**src/sv/swm_pkg.sv**
```systemverilog
package swm_pkg;

    localparam int SAMPLE_W = 32;
    localparam int MEDIAN_W = 33;
    localparam int LEN_W    = 5;
    // Age field sized for up to 256 entries; the length field caps a window at 31.
    localparam int AGE_W    = 8;

    localparam logic [LEN_W-1:0] LEN_RESET = 5'd3;

    typedef logic signed [SAMPLE_W-1:0] t_sample;
    typedef logic signed [MEDIAN_W-1:0] t_median;
    typedef logic [AGE_W-1:0]           t_age;
    typedef logic [LEN_W-1:0]           t_len;

    typedef struct packed {
        t_sample sample;
        logic    last_sample;
    } t_swm_in;

    typedef struct packed {
        t_median median_doubled;
        logic    last_result;
    } t_swm_out;

    // One stored window entry.
    typedef struct packed {
        t_sample value;
        t_age    age;
    } t_swm_ent;

    // Cell k to cell k+1: eviction prefix, insert condition, compacted entry.
    typedef struct packed {
        logic     removed;
        logic     cond;
        t_swm_ent ent;
    } t_swm_fwd;

    // Cell k to cell k-1: raw entry with its occupancy and compare result.
    typedef struct packed {
        logic     occ;
        logic     gt;
        t_swm_ent ent;
    } t_swm_bwd;

    // Broadcast to every cell.
    typedef struct packed {
        logic    accept;
        logic    evict;
        t_age    old_age;
        t_sample sample;
    } t_swm_ctl;

endpackage

```
**src/sv/swm_cell.sv**
```systemverilog
module swm_cell (
    input  logic              i_clk,
    input  swm_pkg::t_swm_ctl i_ctl,
    input  logic              i_occ,
    input  swm_pkg::t_swm_fwd i_left,
    input  swm_pkg::t_swm_bwd i_right,
    output swm_pkg::t_swm_fwd o_right,
    output swm_pkg::t_swm_bwd o_left
);
    import swm_pkg::*;

    t_swm_ent r_ent;
    t_swm_ent n_ent;
    t_swm_ent w_comp;
    logic     w_rm;
    logic     w_removed;
    logic     w_gt;
    logic     w_comp_occ;
    logic     w_comp_gt;
    logic     w_cond;

    always_comb begin
        // drop this entry if it is the oldest one and the window is full
        w_rm       = i_ctl.evict && i_occ && (r_ent.age == i_ctl.old_age);
        w_removed  = i_left.removed || w_rm;
        w_gt       = i_occ && ($signed(r_ent.value) > $signed(i_ctl.sample));
        w_comp     = w_removed ? i_right.ent : r_ent;
        w_comp_occ = w_removed ? i_right.occ : i_occ;
        w_comp_gt  = w_removed ? i_right.gt : w_gt;
        w_cond     = w_comp_gt || !w_comp_occ;
    end

    always_comb begin
        if (i_left.cond) begin
            n_ent.value = i_left.ent.value;
            n_ent.age   = i_left.ent.age + 1'b1;
        end else if (w_cond) begin
            n_ent.value = i_ctl.sample;
            n_ent.age   = '0;
        end else begin
            n_ent.value = w_comp.value;
            n_ent.age   = w_comp.age + 1'b1;
        end
    end

    always_ff @(posedge i_clk) begin
        if (i_ctl.accept) begin
            r_ent <= n_ent;
        end
    end

    assign o_right = '{removed: w_removed, cond: w_cond, ent: w_comp};
    assign o_left  = '{occ: i_occ, gt: w_gt, ent: r_ent};

endmodule

```
**src/sv/swm_out.sv**
```systemverilog
module swm_out #(
    parameter int WINDOW_MAX = 16
) (
    input  logic                        i_clk,
    input  logic                        i_rst_n,
    input  logic                        i_take,
    input  logic                        i_last,
    input  logic [$clog2(WINDOW_MAX)-1:0] i_lo_idx,
    input  logic [$clog2(WINDOW_MAX)-1:0] i_hi_idx,
    input  swm_pkg::t_sample            i_vals [WINDOW_MAX],
    input  logic                        i_stall,
    output logic                        o_valid,
    output swm_pkg::t_swm_out           o_data,
    output logic                        o_block
);
    import swm_pkg::*;

    logic     r_valid;
    t_swm_out r_data;
    t_sample  w_lo;
    t_sample  w_hi;
    t_median  w_sum;

    assign w_lo    = i_vals[i_lo_idx];
    assign w_hi    = i_vals[i_hi_idx];
    assign w_sum   = {w_lo[SAMPLE_W-1], w_lo} + {w_hi[SAMPLE_W-1], w_hi};
    assign o_block = r_valid && i_stall;

    always_ff @(posedge i_clk) begin
        if (!i_rst_n) begin
            r_valid <= 1'b0;
        end else if (i_take) begin
            r_valid <= 1'b1;
        end else if (!i_stall) begin
            r_valid <= 1'b0;
        end
    end

    always_ff @(posedge i_clk) begin
        if (i_take) begin
            r_data.median_doubled <= w_sum;
            r_data.last_result    <= i_last;
        end
    end

    assign o_valid = r_valid;
    assign o_data  = r_data;

endmodule

```
**src/sv/sliding_window_median_core.sv**
```systemverilog
// Channel   Direction  Handshake              Payload
// ------------------------------------------------------------------
// in        sink       i_in_valid/o_in_stall  i_in_data  (t_swm_in)
// out       source     o_out_valid/i_out_stall o_out_data (t_swm_out)
// cfg       sink       i_cfg_valid/o_cfg_ready i_cfg_data (window length)
//
// One sample request per clock while the input is not stalled. The sorted
// window lives in a row of WINDOW_MAX cells that evict, compact and insert
// in the accept cycle; the median is then picked and summed into the output
// register once a held output no longer blocks it. Reset clears the fill count
// and the output valid and loads a window length of 3; cell contents are not
// reset. A stalled output holds its result; the input stalls when a finished
// median is waiting behind a held output, and for the cycle of a length write.
module sliding_window_median_core #(
    parameter int WINDOW_MAX = 16
) (
    input  logic                  i_clk,
    input  logic                  i_rst_n,
    input  logic                  i_in_valid,
    output logic                  o_in_stall,
    input  swm_pkg::t_swm_in      i_in_data,
    output logic                  o_out_valid,
    input  logic                  i_out_stall,
    output swm_pkg::t_swm_out     o_out_data,
    input  logic                  i_cfg_valid,
    output logic                  o_cfg_ready,
    input  swm_pkg::t_len         i_cfg_data
);
    import swm_pkg::*;

    localparam int FW = $clog2(WINDOW_MAX + 1);
    localparam int IW = $clog2(WINDOW_MAX);

    t_len          r_len;
    logic [FW-1:0] r_fill;
    logic [FW-1:0] n_fill;
    logic          r_pend;
    logic          n_pend;
    logic          r_pend_last;

    logic [FW-1:0] w_len;
    logic [FW-1:0] w_len_m1;
    logic [FW-1:0] w_fill_after;
    logic          w_acc;
    logic          w_cfg_wr;
    logic          w_evict;
    logic          w_produce;
    logic          w_out_block;
    logic          w_take;
    t_swm_ctl      w_ctl;

    t_swm_fwd      w_fwd [WINDOW_MAX+1];
    t_swm_bwd      w_bwd [WINDOW_MAX+1];
    t_sample       w_vals [WINDOW_MAX];

    // Clamp the programmed length to 1..WINDOW_MAX.
    always_comb begin
        if (r_len == '0) begin
            w_len = FW'(1);
        end else if (int'(r_len) > WINDOW_MAX) begin
            w_len = FW'(WINDOW_MAX);
        end else begin
            w_len = FW'(r_len);
        end
    end

    assign w_len_m1 = w_len - 1'b1;

    // Stall when a finished median cannot move into a held output, and hold
    // the sample back while a length write takes this cycle.
    assign o_in_stall  = (r_pend && w_out_block) || w_cfg_wr;
    assign w_acc       = i_in_valid && !o_in_stall;
    assign o_cfg_ready = !r_pend;
    assign w_cfg_wr    = i_cfg_valid && o_cfg_ready;
    assign w_take      = r_pend && !w_out_block;

    // A full window evicts its oldest entry, whose age is fill - 1.
    assign w_evict      = (r_fill == w_len);
    assign w_fill_after = w_evict ? r_fill : r_fill + 1'b1;
    assign w_produce    = (w_fill_after == w_len);

    assign w_ctl = '{accept:  w_acc,
                     evict:   w_evict,
                     old_age: AGE_W'(r_fill - 1'b1),
                     sample:  i_in_data.sample};

    always_comb begin
        n_fill = r_fill;
        if (w_cfg_wr) begin
            n_fill = '0;
        end else if (w_acc) begin
            // a last sample empties the window after its result
            n_fill = i_in_data.last_sample ? '0 : w_fill_after;
        end
    end

    always_comb begin
        n_pend = r_pend;
        if (w_acc) begin
            n_pend = w_produce;
        end else if (w_take) begin
            n_pend = 1'b0;
        end
    end

    always_ff @(posedge i_clk) begin
        if (!i_rst_n) begin
            r_len  <= LEN_RESET;
            r_fill <= '0;
            r_pend <= 1'b0;
        end else begin
            if (w_cfg_wr) begin
                r_len <= i_cfg_data;
            end
            r_fill <= n_fill;
            r_pend <= n_pend;
        end
    end

    always_ff @(posedge i_clk) begin
        if (w_acc) begin
            r_pend_last <= i_in_data.last_sample;
        end
    end

    // Chain ends: nothing removed or larger to the left, empty slot to the right.
    assign w_fwd[0]          = '{removed: 1'b0, cond: 1'b0, ent: '0};
    assign w_bwd[WINDOW_MAX] = '{occ: 1'b0, gt: 1'b0, ent: '0};

    for (genvar k = 0; k < WINDOW_MAX; k++) begin : g_cell
        logic w_occ;
        assign w_occ     = (int'(r_fill) > k);
        assign w_vals[k] = w_bwd[k].ent.value;

        swm_cell u_cell (
            .i_clk   (i_clk),
            .i_ctl   (w_ctl),
            .i_occ   (w_occ),
            .i_left  (w_fwd[k]),
            .i_right (w_bwd[k+1]),
            .o_right (w_fwd[k+1]),
            .o_left  (w_bwd[k])
        );
    end

    swm_out #(
        .WINDOW_MAX (WINDOW_MAX)
    ) u_out (
        .i_clk    (i_clk),
        .i_rst_n  (i_rst_n),
        .i_take   (w_take),
        .i_last   (r_pend_last),
        .i_lo_idx (IW'(w_len_m1 >> 1)),
        .i_hi_idx (IW'(w_len >> 1)),
        .i_vals   (w_vals),
        .i_stall  (i_out_stall),
        .o_valid  (o_out_valid),
        .o_data   (o_out_data),
        .o_block  (w_out_block)
    );

endmodule

```
**config.mk**
```make
export PLATFORM = sky130hd
export DESIGN_NAME = sliding_window_median_core
export DESIGN_NICKNAME = d
export VERILOG_FILES = /design/src/sv/swm_pkg.sv /design/src/sv/swm_cell.sv /design/src/sv/swm_out.sv /design/src/sv/sliding_window_median_core.sv
export SDC_FILE = /design/constraint.sdc
export NUM_CORES = 2
export LEC_CHECK = 0
export ABC_AREA = 1
export BUFFER_PORTS_ARGS = -buffer_cell sky130_fd_sc_hd__buf_2
export CAP_MARGIN = 25
export CORE_MARGIN = 2
export CORE_UTILIZATION = 40
export DETAILED_ROUTE_END_ITERATION = 8
export HOLD_SLACK_MARGIN = 0.15
export SLEW_MARGIN = 20
export SYNTH_ARGS = -nofsm -noshare
export SYNTH_HDL_FRONTEND = slang
export SYNTH_SLANG_ARGS = --single-unit
```
**constraint.sdc**
```tcl
create_clock -name i_clk -period 36.3 [get_ports i_clk]
set_clock_uncertainty 0.2 [all_clocks]
set_input_delay 1.815 -clock i_clk [delete_from_list [all_inputs] [get_ports i_clk]]
set_output_delay 1.815 -clock i_clk [all_outputs]
set_load 0.1 [all_outputs]
```
Word-level counts from Yosys, hierarchy flattened
Index checks and enable logic that the tools add are counted.
{ "word_totals": {"output_inout_bits": 37, "register_bits": 687, "inputBits": 43} }
{ "op_classes": {"eq_ne": 19, "bitwise_logic": 3, "add_sub_neg": 20, "magnitude_cmp": 35, "n_reduce_logical": 109, "muxes": 93} }
{ "ops": {"columns": ["operator", "count"], "rows": [
  ["two-way mux 40 bit", 47],
  ["greater-than comparator 32 bit", 16],
  ["binary-select mux 32 bit (select 4 bit)", 2],
  ["adder 8 x 1 -> 8 bit (second input constant)", 16],
  ["== test 8 bit", 16],
  ["two-way mux 32 bit", 4],
  ["logical AND 1 bit", 53],
  ["greater-than comparator 5 x 4 -> 1 bit (second input constant)", 8],
  ["two-way mux 1 bit", 36],
  ["adder 32 x 32 -> 33 bit", 1],
  ["logical OR 1 bit", 32],
  ["greater-than comparator 5 x 3 -> 1 bit (second input constant)", 4],
  ["two-way mux 5 bit", 4],
  ["logical NOT 1 bit", 19],
  ["== test 5 bit", 2],
  [">= comparator 5 bit (second input constant)", 2],
  ["greater-than comparator 5 x 1 -> 1 bit (second input constant)", 2],
  ["greater-than comparator 5 x 2 -> 1 bit (second input constant)", 2],
  ["inverter 4 -> 5 bit", 2],
  ["subtractor 5 x 1 -> 6 bit (second input constant)", 1],
  ["adder 5 x 1 -> 5 bit (second input constant)", 1],
  ["greater-than comparator 5 bit (second input constant)", 1],
  ["logical NOT 5 bit", 1],
  ["subtractor 5 x 1 -> 5 bit (second input constant)", 1],
  ["6 further kinds", 6]
]} }

Depth between registers and ports, before layout
{ "depth": {"depth_word": 26, "mapped_depth": 36, "depth_no_buf": 32} }

By module
From an unflattened synthesis, not the netlist that was laid out.
{ "unflattened": {"cells_unflattened": 13086, "area_unflattened_um2": 82032.4} }
{ "by_module_without_submodules": {"columns": ["module", "area_each_um2", "n_inst", "cells_each"], "rows": [
  ["swm_cell", 4206.5, 16, 650],
  ["swm_out", 13556.8, 1, 2500],
  ["sliding_window_median_core", 1171.1, 1, 186]
]} }

Worst setup path after synthesis
No wires, ideal clock.
{ "synth_path": {"path_type": "input -> register", "start": "in i_cfg_valid", "end": "reg r_fill[3]", "arrival_ns": 15.140, "cell_stages": 4, "required_time_ns": 35.442, "setup_slack_ns": 20.302, "setup_ns": 0.658, "path_cell_list": "nand2_1 nand3_1 inv_1 a221oi_1"} }
{ "synth_via": {"elab_chain_cells": 4} }
{ "synth_lines": {"columns": ["item", "line", "source"], "rows": [
  ["from (decl)", "sliding_window_median_core.sv:25", "input logic i_cfg_valid,"],
  ["logical AND 1 bit", "sliding_window_median_core.sv:74", "assign w_cfg_wr = i_cfg_valid && o_cfg_ready;"],
  ["logical OR 1 bit", "sliding_window_median_core.sv:71", "assign o_in_stall = (r_pend && w_out_block) || w_cfg_wr;"],
  ["logical NOT 1 bit", "sliding_window_median_core.sv:72", "assign w_acc = i_in_valid && !o_in_stall;"],
  ["logical AND 1 bit", "sliding_window_median_core.sv:72", null],
  ["via w_acc", "sliding_window_median_core.sv:44", "logic w_acc;"],
  ["to (signal assigned)", "sliding_window_median_core.sv:115", "r_fill <= n_fill;"],
  ["to (decl)", "sliding_window_median_core.sv:35", "logic [FW-1:0] r_fill;"]
]} }
The timed path passes the listed nets, and every way through them passes these cells.
A chain may end at the register's enable or synchronous reset.

==> reports/qor.yml <==
synth:
  seq_area_frac_synth_pct: 32.5
  yosys.cell_types.count: 72
  ys_ff_latch: 687
  synth_top_area_share_pct: 32.1
  syn_nets: 9222
  syn_inst: 8611
  async_reset_ff_share_pct: 0
  synthFlopType: "edfxtp_1"
  synth_top_area_cell: "edfxtp_1"
  synth_edf_count: 675
  netlist_area_um2: 63200
  synthTopCellsByArea: "edfxtp_1 (32%), nand2_1 (12%), ha_1 (11%), o21ai_0 (9.8%), a21oi_1 (5.8%)"
  synth_area_per_cell_um2: 7.34
  yosysWarnings: 0
pwr:
  power_density_nw_per_um2: 38.3
  p_leak_nw: 27.5
  ir_drop_mv: 0.0298
timing:
  hold_viol_final: 0
  max_freq_mhz: 113
  slew_viol_final: 0
  rsz0062_at_grt: "false"
  period_share_pct: 24.3
  maxSlewHeadroom_pct: 25.1
  tightest_slew_ns: 1.11
  setup_violations: 0
  finalCriticalPeriod_ns: 8.83
  setup_tns_ns: 0
placement:
  place_area_um2: 65000
  globalplace.congestion: 0.983
  io_buffers: 79
  dpl.hpwl_um: 192000
  dp.cells: 10337
setup_path:
  cp_cell_sequence: "inv_2 > buf_4 > nand2_2 > buf_4 > xor2_1 > nand3_1 > nor2_4 > buf_4 > nand3_4 > nand4_4 > nor2_4 > nand4_4 > nor2_8 > nand4_2 > nor2_2 > buf_4 > nand3_4 > inv_2 > nand3_2 > nand2_2 > buf_4 > inv_2 > nand3_1 > o21ai_1"
  end_kind: "register"
  slowest_delay_ns: 0.69
  required_ns: 36.56
  setup.worst_path.start_class: "register"
  cp_common_cell: "buf_4"
  arrival_ns: 9.09
  slowest_stage: "nand3_4"
  worst-setup-path-type: "reg -> reg"
  reg2reg_setup_slack_ns: 27.47
  worstPathMaxFanout: 70
die:
  die-area_um2: 161000
  initial_core_util_pct: 40.3
  die_w_um: 401
  rows: 145
  dieHeight_um: 401
  core_area_um2: 157000
  ios: 80
clock_tree:
  htree_levels: 3
  clkLatencyLatePin_ns: 0.72
  cts_tree: "built"
  clock-sinks: 687
  clk_pin_slew_ns: 0.06
  root_buffer: "clkbuf_16"
  post-cts-setup-buffers: 0
  clockBufferDepth: 3
  ctsHoldBuffers: 0
  cts_resized: 0
  cts_buffers: 89
route:
  first_pass_iters: 7
  wl_um: 261000
  ant_nets: 0
  post_drt_wl_per_cell_um: 24.8
  via_per_inst: 6.04
  drt_iter0_markers: 7796
  drc: 0
  num_vias: 63492
cells_and_area:
  instances_no_fill: 10516
  layout-drive-gt1-share_pct: 5.87
  nets: 8983
  design_area_um2: 68000
  n_fill_cell: 15911
  area_growth_pct: 7.64
  layout_commonest_cell: "nand2_1"
  final_cell_mix: "nand2_1 (2052), o21ai_0 (1237), a21oi_1 (725)"
  fin_util_pct: 43.4
global_routing:
  grt_max_degree: 105
  grt_pass1_vias: 57747
  antenna_found_initial: 25
  gr-usage-all-layers_pct: 31.3
  grt_pass1_wl_um: 383000
  overflow: 0
flow_run:
  cap_violations: 0
status:
  status: "finished clean"
hold_path:
  min_path_type: "reg -> reg"
[cells by family (layout without fill, tap and decap cells)]
group	count (synthesis)	in the layout	synth area share, %
AOI/OAI and AO/OA	2803	2803	25.1
DFF	687	687	32.5
buffers and inverters	1270	1104	7.99
adders and majority gates	568	568	11.3
and+or+nand+nor	3079	3079	20.2
muxes	55	55	0.872
xor gates and xnor gates	149	149	2.09
other	0	13	0
[flip-flops by register name, summed over array words and instances, names as in the netlist]
signal and count:
g_cell.u_cell.o_left 640, r_fill 5, r_len 5, r_pend 1, r_pend_last 1, u_out.o_data 34, u_out.o_valid 1
[critical path: cells and delay by family (launching register included)]
family          cells  cell delay [ns]
buf+inv             8             2.94
flops               1             0.33
xor+xnor            1             0.22
compound gates      1             0.08
simple gates       14             4.56
[area by class of cell]
| type | instances | area, µm² | share of cell area (%) |
|---|---|---|---|
| Tap cell | 2058 | 2570 | 3.79 |
| Sequential cell | 687 | 20500 | 30.2 |
| Timing Repair Buffer | 201 | 1340 | 1.97 |
| Clock inverter | 56 | 514 | 0.756 |
| Inverter | 739 | 2790 | 4.11 |
| Antenna cell | 13 | 32.5 | 0.0478 |
| Multi-Input combinational cell | 6654 | 37800 | 55.6 |
| Clock buffer | 108 | 2420 | 3.56 |
[through the flow]
| stage | worst slack, ns | power (W) | hold slack (ns) |
|---|---|---|---|
| after floorplan | 20.30 | 0.00143 | 0.200 |
| after global placement | 27.77 | 0.00165 | 0.205 |
| after detailed placement | 27.66 | 0.00166 | 0.213 |
| after CTS | 27.67 | 0.00258 | 0.227 |
| after global routing | 27.17 | 0.00270 | 0.228 |
| final | 27.47 | 0.00260 | 0.225 |
[worst paths after layout]
kind	from	end	cells past startpoint
worst min-delay path	r_pend_last	u_out.o_data[0]	0
worst max-delay path	r_len[4]	g_cell[15].u_cell.o_left[3]	24
worst max register to register	r_len[4]	g_cell[15].u_cell.o_left[3]	24
worst min register to register	r_pend_last	u_out.o_data[0]	0
[where the power goes]
group | switching [W] | leakage (nW) | internal, W
Combinational | 0.000499 | 19.7 | 0.000208
Sequential | 0.0000358 | 6.43 | 0.000926
Clock | 0.000398 | 1.44 | 0.000537
[layer usage]
metal  global-route usage, %  vias to the layer above  routed length (µm)
met1                    42.1                    29585              107000
met4                    15.2                        6               13600
li1                        -                    29891                   -
met5                       0                        -                  31
met2                    48.3                     3430              114000
met3                    5.70                      580               26600
[synth_stat cells, types with 11 or more instances]
cell and number:
o211ai_1 335, a21oi_2 13, nand3_1 267, edfxtp_1 675, buf_2 74, o22ai_1 149
a31oi_1 33, inv_1 710, buf_4 14, nand2_2 13, a221o_1 13, or2_2 13
inv_2 25, xor2_1 83, a21oi_1 727, ha_1 567, dfxtp_1 12, o21ai_0 1238
nand2_1 2064, a221oi_1 13, clkbuf_1 377, buf_6 18, o21bai_1 11, nor4_1 25
xnor2_1 64, buf_1 48, nor3_1 44, nor2_1 493, a211oi_1 62, o21ai_1 102
o221ai_1 39, o21a_1 13, mux2i_1 55, nand4_1 93
No activity file was read; power rests on OpenSTA's default activity.
